==> src/design/ramr_pkg.sv <==
// ----------------------------------------------------------------------------
// Rational add/multiply/reduce package
// Shared widths, command codes, payload structs and controller interface.
// ----------------------------------------------------------------------------
package ramr_pkg;

    localparam int OPERAND_WIDTH = 16;
    localparam int PROD_W        = 2 * OPERAND_WIDTH;
    localparam int NUM_W         = 2 * OPERAND_WIDTH + 1;
    localparam int DEN_W         = 2 * OPERAND_WIDTH;
    localparam int CNT_W         = $clog2(NUM_W + 1);

    typedef enum logic [1:0] {
        CMD_ADD  = 2'd0,
        CMD_MUL  = 2'd1,
        CMD_CMP  = 2'd2,
        CMD_NONE = 2'd3
    } t_cmd;

    typedef struct packed {
        t_cmd                     cmd;
        logic [OPERAND_WIDTH-1:0] a_num;
        logic [OPERAND_WIDTH-1:0] a_den;
        logic [OPERAND_WIDTH-1:0] b_num;
        logic [OPERAND_WIDTH-1:0] b_den;
    } t_in_item;

    typedef struct packed {
        logic [NUM_W-1:0] res_num;
        logic [DEN_W-1:0] res_den;
        logic             equal;
    } t_out_item;

    typedef struct packed {
        logic load_in;
        logic load_prod;
        logic load_sum;
        logic gcd_step;
        logic div_init;
        logic div_step;
        logic load_out;
    } t_dp_cmd;

    typedef struct packed {
        logic skip;
        logic gcd_done;
        logic div_last;
    } t_dp_sts;

endpackage

==> src/design/ramr_dpath.sv <==
// ----------------------------------------------------------------------------
// Rational add/multiply/reduce datapath
// Products, raw sum, binary GCD and two restoring dividers sharing one divisor.
// ----------------------------------------------------------------------------
module ramr_dpath
    import ramr_pkg::*;
(
    input  logic      i_clk,
    input  t_in_item  i_in,
    input  t_dp_cmd   i_cmd,
    output t_dp_sts   o_sts,
    output t_out_item o_out
);

    t_in_item         r_in;
    logic [PROD_W-1:0] r_p_anbd;
    logic [PROD_W-1:0] r_p_adbn;
    logic [PROD_W-1:0] r_p_anbn;
    logic [PROD_W-1:0] r_p_adbd;
    logic [NUM_W-1:0] r_num;
    logic [DEN_W-1:0] r_den;
    logic [NUM_W-1:0] r_x;
    logic [NUM_W-1:0] r_y;
    logic [CNT_W-1:0] r_k;
    logic [NUM_W-1:0] r_g;
    logic [NUM_W-1:0] r_qn;
    logic [NUM_W-1:0] r_qd;
    logic [NUM_W-1:0] r_rn;
    logic [NUM_W-1:0] r_rd;
    logic [CNT_W-1:0] r_cnt;
    t_out_item        r_out;

    logic [NUM_W-1:0] n_num;
    logic [NUM_W:0]   w_shn;
    logic [NUM_W:0]   w_shd;
    logic [NUM_W:0]   w_difn;
    logic [NUM_W:0]   w_difd;
    logic             w_arith;

    assign w_arith = (r_in.cmd == CMD_ADD) || (r_in.cmd == CMD_MUL);

    always_comb begin
        unique case (r_in.cmd)
            CMD_ADD: n_num = NUM_W'(r_p_anbd) + NUM_W'(r_p_adbn);
            CMD_MUL: n_num = NUM_W'(r_p_anbn);
            default: n_num = '0;
        endcase
    end

    assign w_shn  = {r_rn, r_qn[NUM_W-1]};
    assign w_shd  = {r_rd, r_qd[NUM_W-1]};
    assign w_difn = w_shn - {1'b0, r_g};
    assign w_difd = w_shd - {1'b0, r_g};

    always_ff @(posedge i_clk) begin
        if (i_cmd.load_in) begin
            r_in <= i_in;
        end
        if (i_cmd.load_prod) begin
            r_p_anbd <= PROD_W'(r_in.a_num) * PROD_W'(r_in.b_den);
            r_p_adbn <= PROD_W'(r_in.a_den) * PROD_W'(r_in.b_num);
            r_p_anbn <= PROD_W'(r_in.a_num) * PROD_W'(r_in.b_num);
            r_p_adbd <= PROD_W'(r_in.a_den) * PROD_W'(r_in.b_den);
        end
        if (i_cmd.load_sum) begin
            r_num <= n_num;
            r_den <= DEN_W'(r_p_adbd);
            r_x   <= n_num;
            r_y   <= NUM_W'(r_p_adbd);
            r_k   <= '0;
        end
        if (i_cmd.gcd_step) begin
            priority if (!r_x[0] && !r_y[0]) begin
                r_x <= r_x >> 1;
                r_y <= r_y >> 1;
                r_k <= r_k + CNT_W'(1);
            end else if (!r_x[0]) begin
                r_x <= r_x >> 1;
            end else if (!r_y[0]) begin
                r_y <= r_y >> 1;
            end else if (r_x > r_y) begin
                r_x <= r_x - r_y;
            end else begin
                r_y <= r_y - r_x;
            end
        end
        if (i_cmd.div_init) begin
            r_g   <= r_x << r_k;
            r_qn  <= r_num;
            r_qd  <= NUM_W'(r_den);
            r_rn  <= '0;
            r_rd  <= '0;
            r_cnt <= CNT_W'(NUM_W);
        end
        if (i_cmd.div_step) begin
            r_cnt <= r_cnt - CNT_W'(1);
            if (!w_difn[NUM_W]) begin
                r_rn <= w_difn[NUM_W-1:0];
                r_qn <= {r_qn[NUM_W-2:0], 1'b1};
            end else begin
                r_rn <= w_shn[NUM_W-1:0];
                r_qn <= {r_qn[NUM_W-2:0], 1'b0};
            end
            if (!w_difd[NUM_W]) begin
                r_rd <= w_difd[NUM_W-1:0];
                r_qd <= {r_qd[NUM_W-2:0], 1'b1};
            end else begin
                r_rd <= w_shd[NUM_W-1:0];
                r_qd <= {r_qd[NUM_W-2:0], 1'b0};
            end
        end
        if (i_cmd.load_out) begin
            if (!w_arith) begin
                r_out.res_num <= '0;
                r_out.res_den <= '0;
                r_out.equal   <= (r_in.cmd == CMD_CMP) && (r_in.a_num == r_in.b_num)
                                 && (r_in.a_den == r_in.b_den);
            end else if (o_sts.skip) begin
                r_out.res_num <= r_num;
                r_out.res_den <= r_den;
                r_out.equal   <= 1'b0;
            end else begin
                r_out.res_num <= r_qn;
                r_out.res_den <= r_qd[DEN_W-1:0];
                r_out.equal   <= 1'b0;
            end
        end
    end

    assign o_sts.skip     = !w_arith || (r_num == '0) || (r_den == '0);
    assign o_sts.gcd_done = (r_x == r_y);
    assign o_sts.div_last = (r_cnt == CNT_W'(1));
    assign o_out          = r_out;

endmodule

==> src/design/ramr_ctrl.sv <==
// ----------------------------------------------------------------------------
// Rational add/multiply/reduce controller
// Sequences one item through product, sum, GCD, division and output load.
// ----------------------------------------------------------------------------
module ramr_ctrl
    import ramr_pkg::*;
(
    input  logic    i_clk,
    input  logic    i_rst_n,
    input  logic    i_valid,
    output logic    o_stall,
    output logic    o_valid,
    input  logic    i_stall,
    input  t_dp_sts i_sts,
    output t_dp_cmd o_cmd
);

    typedef enum logic [5:0] {
        S_IDLE = 6'b000001,
        S_MUL  = 6'b000010,
        S_SUM  = 6'b000100,
        S_GCD  = 6'b001000,
        S_DIV  = 6'b010000,
        S_FIN  = 6'b100000
    } t_state;

    t_state r_state;
    t_state n_state;
    logic   r_out_valid;
    logic   n_out_valid;

    always_comb begin
        n_state = r_state;
        o_cmd   = '0;
        unique case (r_state)
            S_IDLE: begin
                if (i_valid) begin
                    o_cmd.load_in = 1'b1;
                    n_state       = S_MUL;
                end
            end
            S_MUL: begin
                o_cmd.load_prod = 1'b1;
                n_state         = S_SUM;
            end
            S_SUM: begin
                o_cmd.load_sum = 1'b1;
                n_state        = S_GCD;
            end
            S_GCD: begin
                priority if (i_sts.skip) begin
                    n_state = S_FIN;
                end else if (i_sts.gcd_done) begin
                    o_cmd.div_init = 1'b1;
                    n_state        = S_DIV;
                end else begin
                    o_cmd.gcd_step = 1'b1;
                end
            end
            S_DIV: begin
                o_cmd.div_step = 1'b1;
                if (i_sts.div_last) begin
                    n_state = S_FIN;
                end
            end
            S_FIN: begin
                if (!r_out_valid || !i_stall) begin
                    o_cmd.load_out = 1'b1;
                    n_state        = S_IDLE;
                end
            end
            default: n_state = S_IDLE;
        endcase
    end

    assign n_out_valid = o_cmd.load_out || (r_out_valid && i_stall);

    always_ff @(posedge i_clk) begin
        if (!i_rst_n) begin
            r_state     <= S_IDLE;
            r_out_valid <= 1'b0;
        end else begin
            r_state     <= n_state;
            r_out_valid <= n_out_valid;
        end
    end

    assign o_stall = (r_state != S_IDLE);
    assign o_valid = r_out_valid;

endmodule

==> src/design/rational_add_mul_reduce.sv <==
// ----------------------------------------------------------------------------
// Compare, unused commands and zero numerators or denominators skip the GCD
// and division; other items take the binary GCD steps, one step a cycle, and
// then the restoring division of the 33-bit numerator and denominator.
// Throughput: one item at a time; the next item is taken the cycle after the
// result is loaded into the output register, which holds it until taken.
// Reset: synchronous, active low; clears the sequencer and the output valid.
// ----------------------------------------------------------------------------
// Rational add/multiply/reduce top level
// Adds or multiplies two unsigned fractions and reduces the result by its GCD, or compares their fields for equality.
// ----------------------------------------------------------------------------
module rational_add_mul_reduce
    import ramr_pkg::*;
(
    input  logic      i_clk,
    input  logic      i_rst_n,
    input  logic      i_valid,
    output logic      o_stall,
    input  t_in_item  i_in,
    output logic      o_valid,
    input  logic      i_stall,
    output t_out_item o_out
);

    t_dp_cmd w_cmd;
    t_dp_sts w_sts;

    ramr_ctrl u_ctrl (
        .i_clk   (i_clk),
        .i_rst_n (i_rst_n),
        .i_valid (i_valid),
        .o_stall (o_stall),
        .o_valid (o_valid),
        .i_stall (i_stall),
        .i_sts   (w_sts),
        .o_cmd   (w_cmd)
    );

    ramr_dpath u_dpath (
        .i_clk (i_clk),
        .i_in  (i_in),
        .i_cmd (w_cmd),
        .o_sts (w_sts),
        .o_out (o_out)
    );

endmodule

==> config.mk <==
export PLATFORM = sky130hd
export DESIGN_NAME = rational_add_mul_reduce
export DESIGN_NICKNAME = d
export VERILOG_FILES = /design/src/design/ramr_pkg.sv /design/src/design/ramr_dpath.sv /design/src/design/ramr_ctrl.sv /design/src/design/rational_add_mul_reduce.sv
export SDC_FILE = /design/constraint.sdc
export NUM_CORES = 2
export LEC_CHECK = 0
export ABC_AREA = 1
export BUFFER_PORTS_ARGS = -buffer_cell sky130_fd_sc_hd__buf_4
export CELL_PAD_IN_SITES_DETAIL_PLACEMENT = 0
export CELL_PAD_IN_SITES_GLOBAL_PLACEMENT = 1
export CORE_ASPECT_RATIO = 0.9
export CORE_MARGIN = 1.5
export CORE_UTILIZATION = 49
export CTS_BUF_LIST = sky130_fd_sc_hd__clkbuf_4 sky130_fd_sc_hd__clkbuf_8 sky130_fd_sc_hd__clkbuf_16
export CTS_CLUSTER_DIAMETER = 80
export DETAILED_ROUTE_END_ITERATION = 10
export PLACE_DENSITY = 0.93
export SYNTH_ARGS = -nofsm -noshare
export SYNTH_HDL_FRONTEND = slang
export SYNTH_SLANG_ARGS = --single-unit
export TNS_END_PERCENT = 50
==> constraint.sdc <==
create_clock -name i_clk -period 16 [get_ports i_clk]
set_clock_uncertainty 0.05 [all_clocks]
set_input_delay 3.2 -clock i_clk [delete_from_list [all_inputs] [get_ports i_clk]]
set_output_delay 3.2 -clock i_clk [all_outputs]
set_load 0.01 [all_outputs]
After elaboration in Yosys (flattened, before gate mapping)

Index checks and enable logic that the tools add are counted.

Flip-flop bits (word level): 575
Latch bits: 0
Memory bits (writable): 0
ROM bits: 0
Input bits: 70
Output and inout bits: 68
Word-level logic and storage cells: 122
Memories: 0

Add/subtract/negate cells: 7
Multiply operators: 4
Divide/modulo/power cells: 0
$lt $le $gt $ge: 1
Equal/unequal tests: 17
Shift operators: 1
Multiplexer cells: 48
Bitwise operators: 0
Reduce and logical (&&, ||, !) cells: 19

Operators by type and width:

| kind                                                            | number |
|---|---|
| 33-bit two-way mux                                              | 21 |
| 16-bit by 16-bit multiplier with 32-bit output                  | 4 |
| 34-bit by 33-bit subtractor with 34-bit output                  | 2 |
| 66-bit two-way mux                                              | 1 |
| 33-bit case mux with 2 select lines                             | 1 |
| 33-bit subtractor                                               | 2 |
| 6-bit two-way mux                                               | 10 |
| 6-bit case mux with 6 select lines                              | 1 |
| 32-bit by 32-bit adder with 33-bit output                       | 1 |
| 33-bit == test                                                  | 1 |
| 33-bit > comparator                                             | 1 |
| 33-bit zero test                                                | 1 |
| 33-bit by 6-bit << shifter with 33-bit output                   | 1 |
| 16-bit == test                                                  | 2 |
| 32-bit zero test                                                | 1 |
| 6-bit by 1-bit == test with 1-bit output, second input constant | 2 |
| 1-bit two-way mux                                               | 12 |
| 6-bit by 1-bit adder with 6-bit output, second input constant   | 1 |
| 6-bit by 2-bit == test with 1-bit output, second input constant | 1 |
| 6-bit by 3-bit == test with 1-bit output, second input constant | 1 |
| 6-bit by 4-bit == test with 1-bit output, second input constant | 1 |
| 6-bit by 5-bit == test with 1-bit output, second input constant | 1 |
| 6-bit == test, second input constant                            | 1 |
| 6-bit by 1-bit != test with 1-bit output, second input constant | 1 |
| 13 further kinds                                                | 26 |

Depth between registers and ports, before layout

Depth after elaboration: 9
Gate-level depth with buffers: 26
Depth with buffers taken out: 25

Hierarchy

From an unflattened synthesis, not the netlist that was laid out.

Cells, all modules: 9,420
Area total of the unflattened synthesis: 72,163.0 um2

By module, submodules not included:

| module     | times used | cells an instance | area an instance (um2) | seq. area each (um2) |
|---|---|---|---|---|
| ramr_dpath | 1          | 9,351             | 71,741.3               | 16,335.7 |
| ramr_ctrl  | 1          | 69                | 421.7                  | 140.1 |

Worst setup path after synthesis

OpenSTA, ideal clock, no wires.

Path kind: register to register
Start: register u_ctrl.r_state[2]
End: register u_dpath.r_p_adbd[0] (enable)
Setup time: 0.935 ns
Arrival time: 12.686 ns
Required time: 15.015 ns
Setup slack: 2.329 ns
Cell stages (with the launch flop): 4
Buffers on the path: 0
Clock period less this slack: 13.671 ns
Cells stage by stage: dfxtp_1 > nor2_1 > inv_1 > nor4_1

Cells in the longest elaborated chain, start to end: 2

Ends and longest elaborated chain:

| element                                  | line             | source |
|---|---|---|
| start: declaration                       | ramr_ctrl.sv:27  | `t_state r_state;` |
| start signal: assignment                 | ramr_ctrl.sv:83  | `r_state <= n_state;` |
| 6-bit by 2-bit == test with 1-bit output | ramr_ctrl.sv:35  | `unique case (r_state)` |
| 1-bit two-way mux                        | ramr_ctrl.sv:35  |  |
| end signal: assignment                   | ramr_dpath.sv:63 | `r_p_adbd <= PROD_W'(r_in.a_den) * PROD_W'(r_in.b_den);` |
| end: declaration                         | ramr_dpath.sv:19 | `logic [PROD_W-1:0] r_p_adbd;` |

Every way passes these cells.
A chain may end at the register's enable or synchronous reset.

Worst setup path in the final report

Start: register u_dpath.r_in[23] in the netlist's numbering
End: register u_dpath.r_p_adbn[27] (data pin)

Cells in the longest elaborated chain, start to end: 1

Ends and longest elaborated chain:

| element                                        | line             | source |
|---|---|---|
| start: declaration                             | ramr_dpath.sv:15 | `t_in_item r_in;` |
| start signal: assignment                       | ramr_dpath.sv:57 | `r_in <= i_in;` |
| 16-bit by 16-bit multiplier with 32-bit output | ramr_dpath.sv:61 | `r_p_adbn <= PROD_W'(r_in.a_den) * PROD_W'(r_in.b_num);` |
| end signal: assignment                         | ramr_dpath.sv:61 |  |
| end: declaration                               | ramr_dpath.sv:17 | `logic [PROD_W-1:0] r_p_adbn;` |

Every way passes these cells.

==> results.json <==
{
  "grt_pass1_wl_microns": 348000,
  "async_flop_share_pct": 0,
  "cp_max_fo": 32,
  "cts_resized": 0,
  "holdPathStages": 0,
  "drv_slew": 0,
  "ys_top_cells_by_area": "fa_1 22%, edfxtp_1 21%, nand2_1 14%",
  "ys_warn_count": 0,
  "finalHoldViolCount": 0,
  "ant_nets": 0,
  "r2r_setup_slack_ns": 9.77,
  "layoutNonFillerInstCount": 11500,
  "start_util_pct": 49.5,
  "io_pins": 138,
  "cts_hold_buf": 0,
  "netlist-cell-type-count": 63,
  "rsz0062_at_grt": "false",
  "core_area_sq_mm": 0.146,
  "ctsRootBufferMaster": "clkbuf_16",
  "cts.path.max_buffers": 3,
  "drt_iter0_markers": 5436,
  "drt_wl_total_microns": 221000,
  "fin_crit_sh_pct": 38.9,
  "r2r-start": "u_dpath.r_in[23]",
  "grt-ovfl-total": 0,
  "rows": 133,
  "via_count": 61800,
  "synth_top_area_share_pct": 21.6,
  "die_h_microns": 368,
  "first_pass_iters": 6,
  "drc": 0,
  "path_common_cell": "fa_1",
  "cts_buffers": 73,
  "diodes": 0,
  "cts_tree": "done",
  "ys_ff_latch": 575,
  "min_from": "u_dpath.r_p_adbd[16]",
  "finalSetupTns_ns": 0,
  "crit_path_start": "u_dpath.r_in[23]",
  "crit_chain": "buf_4 -> nand2_1 -> fa_1 -> fa_1 -> inv_1 -> fa_1 -> fa_1 -> fa_1 -> inv_1 -> fa_1 -> inv_1 -> ha_1 -> nand2_1 -> nor2_1 -> nor3b_1 -> nand4_1 -> nand3_1 -> a21o_1 -> nand2_1 -> nand3b_1 -> nand2_1",
  "post_drt_wl_per_cell_microns": 19.2,
  "ys.flop_type": "edfxtp_1",
  "worstSetupStartpointType": "flop",
  "setup_slack_ns": 9.77,
  "finalCriticalPeriod_ns": 6.23,
  "hold_class": "reg2reg",
  "dieWidth_microns": 408,
  "syn_nets": 11000,
  "nFillCells": 14000,
  "maxCapViolCount": 0,
  "yosys.area.top_type": "fa_1",
  "grt_pass1_vias": 62000,
  "relSlewSlack_pct": 15.1,
  "hpwl_microns": 172000,
  "cpMaxStageDelayCell": "fa_1",
  "syn-instance-count": 9559,
  "worstMarginPinSlew_ns": 1.27,
  "end_kind": "flop",
  "synth.most_common_cell": "nand2_1",
  "hold_end": "u_dpath.r_den[16]",
  "dieArea_sq_mm": 0.150,
  "worst-r2r-cell-count": 21,
  "path_class": "reg2reg",
  "syn_area_sq_mm": 0.0724,
  "antenna_found_initial": 2,
  "drive_gt1_share_pct": 4.53,
  "dp_slack_ns": 9.81,
  "setup_viol": 0,
  "ys_seq_area_share_pct": 22.8,
  "cts.clk_slew.worst_paths_ns": 0.06,
  "synthTopCellsByCount": "2,714 x nand2_1, 2,101 x inv_1, 781 x fa_1, 615 x ha_1, 582 x nor2_1",
  "area_growth_pct": 7.20,
  "synth_edf_count": 496,
  "post-cts-setup-buffers": 0,
  "cp.arrival_ns": 6.61,
  "grt_max_degree": 131,
  "routed_via_density": 5.37,
  "placedCellCount": 11400,
  "critPathRequiredTime_ns": 16.39,
  "gp_congestion": 0.974,
  "r2r-end": "u_dpath.r_p_adbn[27]",
  "clock_sinks": 575,
  "h-tree-depth": 3,
  "synth_area_per_cell_sq_um": 7.58,
  "fmax_mhz": 161,
  "port_buffers": 137,
  "status": "completed",
  "nets": 11000,
  "clk_latency_ns": 0.70,
  "grtUsageTotal_pct": 29.7,
  "max_stage_delay_ns": 0.58
}
## cells in the final DEF (no fill, tap or decap), types with 14 or more instances in the layout
cell	instances
a21o_1	31
a21oi_1	402
a31oi_1	37
buf_4	228
clkbuf_16	78
clkbuf_4	14
dfxtp_1	77
edfxtp_1	496
fa_1	781
ha_1	615
inv_1	2099
nand2_1	2713
nand3_1	265
nand3b_1	78
nand4_1	73
nor2_1	578
nor3_1	58
nor4_1	19
o21ai_0	437
o21ai_1	22
o21bai_1	50
xnor2_1	49
xor2_1	145
## worst max path at each step
stage | slack, ns | depth (start not counted) | end
4_1_cts | 9.81 | 21 | u_dpath.r_p_adbn[27]
6_report | 9.77 | 21 | u_dpath.r_p_adbn[27]
3_3_place_gp | 9.95 | 25 | u_dpath.r_p_adbd[27]
2_1_floorplan | 2.33 | 3 | u_dpath.r_p_adbd[0]
5_1_grt | 9.37 | 23 | u_dpath.r_p_adbn[27]
3_5_place_dp | 9.81 | 21 | u_dpath.r_p_adbn[27]
## worst max-delay path, delay by kind of cell, from the launching register on
| kind | cells | cell delay, ns |
|---|---|---|
| buf+inv | 4 | 0.64 |
| simple gates | 9 | 1.32 |
| compound gates | 1 | 0.17 |
| fa+ha+maj | 7 | 3.47 |
| flops | 1 | 0.32 |
## through the flow
step | hold WS, ns | util, % | instance area (sq um)
CTS | 0.415 | 53.0 | 77600
global placement | 0.392 | 51.3 | 75100
floorplan | 0.371 | - | 72400
detailed placement | 0.400 | 51.3 | 75100
finish | 0.413 | 53.0 | 77600
global route | 0.422 | 53.0 | 77600
## kinds of logic (layout without fill, tap and decap cells)
family / Yosys count / after routing / synth area share, %
flops: 575 / 575 / 22.8
xor+xnor: 194 / 194 / 2.35
simple gates: 3850 / 3850 / 21.6
fa+ha+maj: 1396 / 1396 / 32.2
buf+inv: 2485 / 2477 / 13.1
mux: 10 / 10 / 0.138
compound gates: 1049 / 1049 / 7.86
## layout make-up
class	instances	area, sq um	area share (%)
multi-input combinational	6499	46500	59.9
sequential	575	16500	21.2
inverter	2114	7940	10.2
tap	1957	2450	3.15
clock buffer	96	2110	2.72
timing repair buffer	229	1730	2.23
clock inverter	38	419	0.540
## routing by layer
| metal | GRT usage (%) | vias to the layer above | share of wire [%] |
|---|---|---|---|
| li1 | - | 29100 | - |
| met1 | 40.8 | 29700 | 43 |
| met2 | 46.5 | 2536 | 44 |
| met3 | 5.02 | 431 | 8.3 |
| met4 | 12.1 | 4 | 4.6 |
| met5 | 0 | - | 0.014 |
Power is left out: the tool's default activity adds up to more than one toggle a clock period on the data nets, which glitch-free logic cannot reach.
